==> config.mk <==
export PLATFORM = sky130hd
export DESIGN_NAME = tcce_addr_unit
export DESIGN_NICKNAME = d
export VERILOG_FILES = /design/src/design/tcce_pkg.sv /design/src/design/tcce_addr_unit.sv
export SDC_FILE = /design/constraint.sdc
export NUM_CORES = 1
export LEC_CHECK = 0
export ABC_AREA = 1
export BUFFER_PORTS_ARGS = -buffer_cell sky130_fd_sc_hd__buf_2
export CAP_MARGIN = 0
export CELL_PAD_IN_SITES_DETAIL_PLACEMENT = 0
export CELL_PAD_IN_SITES_GLOBAL_PLACEMENT = 1
export CORE_ASPECT_RATIO = 1.5
export CORE_MARGIN = 1
export CORE_UTILIZATION = 32
export DETAILED_ROUTE_END_ITERATION = 10
export PLACE_DENSITY_LB_ADDON = 0.12
export RECOVER_POWER = 25
export SLEW_MARGIN = 20
export SYNTH_ARGS = -nofsm -noshare
export SYNTH_HDL_FRONTEND = slang
export SYNTH_SLANG_ARGS = --single-unit
export TNS_END_PERCENT = 5
==> constraint.sdc <==
create_clock -name vclk -period 3.3
set_clock_uncertainty 0.1 [all_clocks]
set_input_delay 0.33 -clock vclk [all_inputs]
set_output_delay 0.33 -clock vclk [all_outputs]
set_load 0.01 [all_outputs]
==> src/design/tcce_pkg.sv <==
// shared constants for the text console cursor engine
// character codes, action codes, cell format and default geometry
// no dependencies
`default_nettype none

package tcce_pkg;

    // default screen geometry
    localparam int COLUMNS_DEF  = 80;
    localparam int ROWS_DEF     = 25;
    localparam int TAB_STOP_DEF = 4;

    // cell format
    localparam int CELL_W = 16;
    localparam logic [CELL_W-1:0] CLEAR_CELL = 16'h0020;
    localparam logic [7:0] ATTR_RESET = 8'h0F;

    // character codes
    localparam logic [7:0] CH_BS    = 8'h08;
    localparam logic [7:0] CH_TAB   = 8'h09;
    localparam logic [7:0] CH_LF    = 8'h0A;
    localparam logic [7:0] CH_CR    = 8'h0D;
    localparam logic [7:0] CH_SPACE = 8'h20;
    localparam logic [7:0] CH_LAST  = 8'h7F;

    // action codes
    localparam logic [1:0] ACT_PUT   = 2'd0;
    localparam logic [1:0] ACT_CLEAR = 2'd1;
    localparam logic [1:0] ACT_READ  = 2'd2;

    // port widths fixed by the interface
    localparam int POS_W   = 11;
    localparam int INDEX_W = 11;

endpackage

`default_nettype wire

==> src/design/tcce_addr_unit.sv <==
// shared address adder and limit compare used by the sequencer steps
// imports tcce_pkg for nothing but house consistency of widths
`default_nettype none

module tcce_addr_unit
    import tcce_pkg::*;
#(
    parameter int SW = POS_W
) (
    input  wire logic [SW-1:0] opa,
    input  wire logic [SW-1:0] opb,
    input  wire logic [SW-1:0] lim,
    output logic      [SW-1:0] sum,
    output logic               below
);

    // one add and one compare against the sweep limit
    always_comb
    begin
        sum   = opa + opb;
        below = (sum < lim);
    end

endmodule

`default_nettype wire

==> Word-level counts from Yosys, hierarchy flattened <==
Index checks and enable logic that the tools add are counted.
{ "totals": {"register_bits": 0, "latch_bits": 0, "ram_bits": 0, "romBits": 0, "in_bits": 33, "out_inout_bits": 12, "elab_cells": 2, "mem_count": 0} }
{ "classes": {"add_sub_neg": 1, "n_mul": 0, "n_div": 0, "magnitude_cmp": 1, "eq_ne": 0, "n_shift": 0, "n_mux": 0, "n_bitwise": 0, "reduce_logical": 0} }
{ "op_table": {"columns": ["cell", "n"], "rows": [
  ["11-bit adder", 1],
  ["11-bit less-than comparator", 1]
]} }

==> Logic depth before layout (Yosys ltp) <==
Gate-level depths: netlist (run 1).
{ "depth": {"word_depth": 2, "mapped_depth": 15} }

==> Least setup slack after synthesis (run 1) <==
No wires, ideal clock.
{ "synth_path": {"path_type": "input to output", "start": "in opa[0]", "end": "out below", "t_arrival_ps": 2154, "t_required_ps": 2870, "path_slack_ps": 716, "stages": 11, "path_cell_list": "ha_1 fa_1 nand2_1 nand3_1 xor2_1 ha_1 a21oi_1 o21ai_0 nand2_1 nand2_1 nor2_1"} }
{ "synth_via": {"elab_chain_len": 2} }
{ "synth_rtl": {"columns": ["item", "line", "rtl"], "rows": [
  ["from (decl)", "tcce_addr_unit.sv:10", "input wire logic [SW-1:0] opa,"],
  ["11-bit adder", "tcce_addr_unit.sv:20", "sum = opa + opb;"],
  ["via sum[6]", "tcce_addr_unit.sv:13", "output logic [SW-1:0] sum,"],
  ["11-bit less-than comparator", "tcce_addr_unit.sv:21", "below = (sum < lim);"],
  ["to (decl)", "tcce_addr_unit.sv:14", "output logic below"]
]} }
The timed path passes the listed nets, and every way through them passes these cells.

==> Final worst setup path (run 1) <==
{ "layout_path": {"start": "in opa[0]", "end": "out below"} }
{ "layout_via": {"elab_chain_len": 2} }
{ "layout_rtl": {"columns": ["item", "line"], "rows": [
  ["11-bit adder", "tcce_addr_unit.sv:20"],
  ["11-bit less-than comparator", "tcce_addr_unit.sv:21"]
]} }
Every way passes these cells.

==> results of run 1 <==
## logic make-up (layout without fill, tap and decap cells)
kind of cell	Yosys count	count (layout)	synth area share (%)
simple gates	78	78	40.2
buf+inv	25	70	11.7
fa+ha+maj	21	21	33.8
compound gates	12	12	7.81
xor+xnor	6	6	6.56
## metal layers
layer | vias to the layer above | track usage, % | part of all wire (%)
li1 | 540 | - | -
met1 | 424 | 17.6 | 41
met2 | 31 | 33.3 | 54
met3 | 0 | 0.860 | 4.9
met4 | 0 | 0 | 0
met5 | - | 0 | 0
## worst paths after layout
kind | startpoint | end | slack (ns) | cells after the start
worst max-delay path | opa[0] | below | 0.44 | 15
worst min-delay path | opb[0] | sum[0] | 0.91 | 3
## worst max-delay path: stages
cell,delay (ns)
buf_2,0.10
ha_1,0.23
fa_1,0.45
nand2_1,0.08
nand3_1,0.08
nand3_1,0.12
nand2_1,0.07
nand2_1,0.06
nand2_1,0.09
ha_1,0.31
a21oi_1,0.14
o21a_1,0.13
nand2_1,0.05
nor2_1,0.08
buf_2,0.13
## layout by cell type, fill, tap and decap left out
cell type and n:
nand2_1 49, buf_2 42, inv_1 25, ha_1 20, nor2_1 14, nand3_1 10, a21oi_1 9, xor2_1 5
clkbuf_1 3, nand4_1 2, o21ai_0 2, nand3_2 1, or2_2 1, xnor2_1 1, o21a_1 1, and3_1 1
fa_1 1
## where the power goes
part	switching, W	internal, W	total [W]
logic	0.000125	0.0000946	0.000220
registers	0	0	0
clock network	0	0	0
## final cells by class
| class | count | area [um^2] |
|---|---|---|
| fillers | 273 | 1230 |
| multi-input cells | 117 | 707 |
| repair buffers | 45 | 221 |
| inverters | 25 | 93.8 |
| well taps | 23 | 28.8 |
## metrics by stage
step,instances,power [W],hold slack [ns],area [um^2]
6_report,210,0.000220,0.910,1050
5_1_grt,210,0.000256,0.928,1050
4_1_cts,210,0.000226,0.891,1050
3_5_place_dp,210,0.000225,0.890,1050
3_3_place_gp,210,0.000222,0.890,1050
2_1_floorplan,142,0.000148,0.715,801
==> results.toml, run 1 <==
[layout]
post-route-util_pct = 46.0
seqCellArea_um2 = 0
n_antenna_cell = 0
fin_nets = 243
drive_gt1_share_pct = 23.5
syn_to_final_growth_pct = 31.3
seq_cells = 0
nClkBuffers = 0

[synthesis]
syn_area_um2 = 801
syn_area_per_cell_um2 = 5.64
ys_seq_area_share_pct = 0
synth.distinct_cells = 15
postSynthNetCount = 196
yosysTopAreaCell = "ha_1"
synth_area_leaders = "ha_1 (31%), nand2_1 (23%), inv_1 (12%), nor2_1 (6.6%), nand3_1 (6.3%)"
synth.most_common_cell = "nand2_1"
ys_warn_count = 0
syn_inst = 142
synth_commonest_cells = "nand2_1 (49), inv_1 (25), ha_1 (20)"
yosysTopAreaCellShare_pct = 31.3

[die]
coreArea_um2 = 2290
start_util_pct = 35.0
die_w_um = 42.8
die_y_um = 63.3
pin_count = 45
die-area_um2 = 2710
std_cell_rows = 21

[cts]
cts_resized = 0
post-cts-setup-buffers = 0
hold_buffers = 0

[drt]
drt_wl_total_mm = 2.01
wl_per_cell_um = 9.55
drtPass1Iterations = 4
viasPerCell = 4.74
drt_iter0_drc = 22
drc = 0
vias = 995
antenna_left = 0

[placed_design]
dp_hpwl_mm = 1.87
io_buffers = 45
gp_congestion = 0.800
preCtsSetupSlack_ns = 0.389

[sta]
fmax_mhz = 349
tns_ns = 0
setup_slack_ns = 0.438
period_minus_slack_ns = 2.86
slew_violations = 0
worst_pin_slew_ns = 0.294
setup_violations = 0
rsz0062_at_grt = "false"
finalCritPeriodShare_pct = 86.7
slew_headroom_pct = 80.4
hold_viol = 0

[critical_path]
path_max_fanout = 4
cp.required_ns = 2.87
worstSetupPathType = "in2out"
cp-end-kind = "output pin"
cp.arrival_ns = 2.43
cp-start-kind = "input port"

[power]
leakagePower_nw = 0.698
vdd_drop_max_v = 0.0000989
power_density_nw_per_um2 = 209

[global_routing]
antenna_found_initial = 0
grt.overflow.total = 0
grt_pass1_wl_mm = 3.63
grt_max_degree = 7
grt_pass1_vias = 931
grtUsageTotal_pct = 16.0

[outcome]
status = "finished, final reports clean"

[min_path]
holdCritPathClass = "in2out"

[job]
drv_cap = 0
Power figures use the tool's default switching activity.
==> run 2, diff against run 1 <==
--- a/config.mk
+++ b/config.mk
@@ -14,7 +14,7 @@
 export CORE_MARGIN = 1
 export CORE_UTILIZATION = 32
 export DETAILED_ROUTE_END_ITERATION = 10
-export PLACE_DENSITY_LB_ADDON = 0.12
+export PLACE_DENSITY_LB_ADDON = 0.1
 export RECOVER_POWER = 25
 export SLEW_MARGIN = 20
 export SYNTH_ARGS = -nofsm -noshare
==> run 2 against run 1 <==
  * Non-clock buffer count unchanged
  * Sequential share of layout area is the same
  * Hold slack got worse by 0.0013 ns
  * Final area stayed put
  * Flip-flop and latch count unchanged
==> results.toml, run 2 (synthesized netlist as in run 1, its figures left out) <==
[job]
drv_cap = 0

[power]
power_density_nw_per_um2 = 210
leakagePower_nw = 0.698
vdd_drop_max_v = 0.0000911

[layout]
layout_commonest_cell = "nand2_1"
n_antenna_cell = 0
nClkBuffers = 0
n_fill_cell = 260
fin_nets = 243
syn_to_final_growth_pct = 31.3
drive_gt1_share_pct = 23.5
seqCellArea_um2 = 0
final_cell_mix = "nand2_1 (49), buf_2 (42), inv_1 (25)"
post-route-util_pct = 46.0
seq_cells = 0

[cts]
hold_buffers = 0
cts_resized = 0
post-cts-setup-buffers = 0

[drt]
drt_iter0_drc = 21
vias = 970
antenna_left = 0
drc = 0
wl_per_cell_um = 9.46
drt_wl_total_mm = 1.99
viasPerCell = 4.62
drtPass1Iterations = 4

[global_routing]
antenna_found_initial = 0
grtUsageTotal_pct = 14.9
grt_pass1_wl_mm = 3.37
grt_max_degree = 7
grt_pass1_vias = 844
grt.overflow.total = 0

[die]
coreArea_um2 = 2290
die-area_um2 = 2710
start_util_pct = 35.0
die_y_um = 63.3
std_cell_rows = 21
pin_count = 45
die_w_um = 42.8

[sta]
slew_violations = 0
rsz0062_at_grt = "false"
tns_ns = 0
fmax_mhz = 352
slew_headroom_pct = 83.0
setup_violations = 0
finalCritPeriodShare_pct = 86.2
period_minus_slack_ns = 2.84
worst_pin_slew_ns = 0.253
hold_viol = 0

[placed_design]
io_buffers = 45
dp_hpwl_mm = 1.81
gp_congestion = 0.801

[critical_path]
worstSetupPathType = "in2out"
cp-end-kind = "output pin"
cp.required_ns = 2.87
critPathMostFrequentCell = "nand2_1"
cp_slowest_cell = "fa_1"
critical_path.cell_chain = "buf_2 > ha_1 > fa_1 > nand2_1 > nand3_1 > nand3_1 > nand2_1 > nand2_1 > nand2_1 > ha_1 > a21oi_1 > o21a_1 > nand2_1 > nor2_1 > buf_2"
cp-start-kind = "input port"
max_stage_delay_ns = 0.46
worstSetupPathDepth = 15
crit_family = "adder cells"
path_max_fanout = 4
critPathBufInv = 2
cp.arrival_ns = 2.41

[min_path]
holdCritPathClass = "in2out"
hold_depth = 3

[outcome]
status = "finished, final reports clean"
[run 2: cell counts in the layout (fill, tap and decap cells not counted)]
No cell type changed its count.
[run 2: routing by layer]
metal | vias up | track usage [%] | routed length (um)
li1 | 543 | - | -
met1 | 386 | 18.4 | 867
met2 | 41 | 28.8 | 1000
met3 | 0 | 0.573 | 116
met4 | 0 | 0.391 | 0
met5 | - | 0 | 0
[run 2: layout make-up]
class	instances	area (um^2)	share of cell area [%]
multi-input cells	117	707	67.3
well taps	23	28.8	2.74
repair buffers	45	221	21.1
inverters	25	93.8	8.93
[run 2: stage by stage]
step           setup slack, ns  power [W]  hold WS [ns]  cell area (um^2)  instances
3_3_place_gp             0.467   0.000222         0.887              1050        210
5_1_grt                  0.289   0.000255         0.938              1050        210
6_report                 0.455   0.000221         0.909              1050        210
4_1_cts                  0.429   0.000226         0.887              1050        210
3_5_place_dp             0.445   0.000224         0.884              1050        210
2_1_floorplan            0.716   0.000148         0.715               801        142
[run 2: path summary, 6_finish.rpt]
check / from / to
setup / recovery: opa[0] / below
hold / removal: opb[0] / sum[0]
[run 2: worst min-delay path, stage by stage]
cell and delay [ns]:
buf_2 0.08, ha_1 0.12, clkbuf_1 0.15
[run 2: where the power goes]
group / internal, W / switching (W)
clock network: 0 / 0
logic: 0.0000950 / 0.000126
registers: 0 / 0
==> run 3, diff against run 2 <==
--- a/config.mk
+++ b/config.mk
@@ -10,7 +10,6 @@
 export CAP_MARGIN = 0
 export CELL_PAD_IN_SITES_DETAIL_PLACEMENT = 0
 export CELL_PAD_IN_SITES_GLOBAL_PLACEMENT = 1
-export CORE_ASPECT_RATIO = 1.5
 export CORE_MARGIN = 1
 export CORE_UTILIZATION = 32
 export DETAILED_ROUTE_END_ITERATION = 10
==> constraint.sdc (replaced) <==
create_clock -name vclk -period 3.3
set_clock_uncertainty 0.1 [all_clocks]
set_input_delay 0.33 -clock vclk [all_inputs]
set_output_delay 0.33 -clock vclk [all_outputs]
set_load 0.02 [all_outputs]
==> run 3 against run 2 <==
  * Sequential share of layout area unchanged
  * Via count down 0.31%
  * First-iteration DRC count fell by 24%
  * Final area grew 0.59%
  * Critical path type unchanged
  * Largest cell class unchanged
==> results.toml, run 3 (synthesized netlist as in run 1, its figures left out) <==
[outcome]
status = "finished, final reports clean"

[critical_path]
path_max_fanout = 4
critPathMostFrequentCell = "nand2_1"
worstSetupPathType = "in2out"
cp.arrival_ns = 2.46
critical_path.cell_chain = "buf_2 > ha_1 > fa_1 > nand2_1 > nand3_1 > xor2_1 > ha_1 > a21oi_1 > o21ai_0 > nand2_1 > nand2_1 > nor2_1 > buf_2"
max_stage_delay_ns = 0.46
cp-end-kind = "output pin"
cp.required_ns = 2.87
cp-start-kind = "input port"
cp_slowest_cell = "fa_1"

[die]
coreArea_um2 = 2280
die_w_um = 52.0
die-area_um2 = 2710
start_util_pct = 35.2
std_cell_rows = 17
die_y_um = 52.0
pin_count = 45

[job]
drv_cap = 0

[global_routing]
antenna_found_initial = 0
grt_max_degree = 7
grtUsageTotal_pct = 16.6
grt_pass1_wl_mm = 3.55
grt.overflow.total = 0
grt_pass1_vias = 889

[power]
vdd_drop_max_v = 0.000113
power_w = 0.000246
p_switching_w = 0.000150
power_density_nw_per_um2 = 233
swShare_pct = 61.1
clkPwrFrac_pct = 0
p_int_w = 0.0000957
p_seq_share_pct = 0
leakagePower_nw = 0.698
power_frac_comb_pct = 100.0

[placed_design]
dp_hpwl_mm = 1.93
gp_congestion = 0.775
io_buffers = 45
placed_area_um2 = 1060

[layout]
multiInputGateArea_um2 = 707
seq_cells = 0
fin_nets = 243
post-route-util_pct = 46.5
syn_to_final_growth_pct = 32.0
n_antenna_cell = 0
drive_gt1_share_pct = 23.5
final_cell_mix = "nand2_1 (49), buf_2 (42), inv_1 (25)"
nClkBuffers = 0
seqCellArea_um2 = 0
n_fill_cell = 250
layout_commonest_cell = "nand2_1"
fin_area_um2 = 1060

[drt]
drt_iter0_drc = 16
drc = 0
drt_wl_total_mm = 2.10
viasPerCell = 4.50
drtPass1Iterations = 4
antenna_left = 0
wl_per_cell_um = 9.74
vias = 967

[cts]
hold_buffers = 0
cts_resized = 0
post-cts-setup-buffers = 0

[sta]
fin_hold_ws_ns = 0.994
tns_ns = 0
slew_violations = 0
hold_viol = 0
fmax_mhz = 346
finalCritPeriodShare_pct = 87.5
setup_violations = 0
rsz0062_at_grt = "false"
slew_headroom_pct = 80.0
worst_pin_slew_ns = 0.298
period_minus_slack_ns = 2.89

[min_path]
holdCritPathClass = "in2out"
run 3: cell counts in the layout (fill, tap and decap cells not counted):
No cell type changed its count.
run 3: critical path, delay by kind of cell:
| family | cells | cell delay [ns] |
|---|---|---|
| AOI/OAI and AO/OA | 2 | 0.21 |
| and+or+nand+nor | 5 | 0.37 |
| adders and majority gates | 3 | 1.01 |
| buffers and inverters | 2 | 0.26 |
| xor gates and xnor gates | 1 | 0.28 |
run 3: metal layers:
layer	part of all wire [%]	vias to the layer above	global-route usage (%)
met5	0	-	0
met4	0	0	0
met3	3.5	0	0
met2	48	24	30.6
met1	49	400	22.6
li1	-	543	-
run 3: layout make-up:
cell class	instances	area share (%)
inverters	25	8.88
repair buffers	45	20.9
well taps	28	3.31
multi-input cells	117	66.9
run 3: final timing paths:
path / startpoint / to / slack (ns) / depth (start not counted)
setup / recovery: opa[0] / below / 0.41 / 13
hold / removal: opb[0] / sum[0] / 0.99 / 3
run 3: power groups by stage:
stage | sequential [W] | combinational [W] | clock [W]
after floorplan | 0 | 0.000171 | 0
after global placement | 0 | 0.000242 | 0
after detailed placement | 0 | 0.000248 | 0
after CTS | 0 | 0.000249 | 0
after global routing | 0 | 0.000280 | 0
final | 0 | 0.000246 | 0
run 3: stage by stage:
stage               instances  setup WS [ns]
CTS                       215          0.409
finish                    215          0.413
global placement          215          0.479
detailed placement        215          0.412
floorplan                 142          0.427
global route              215          0.203
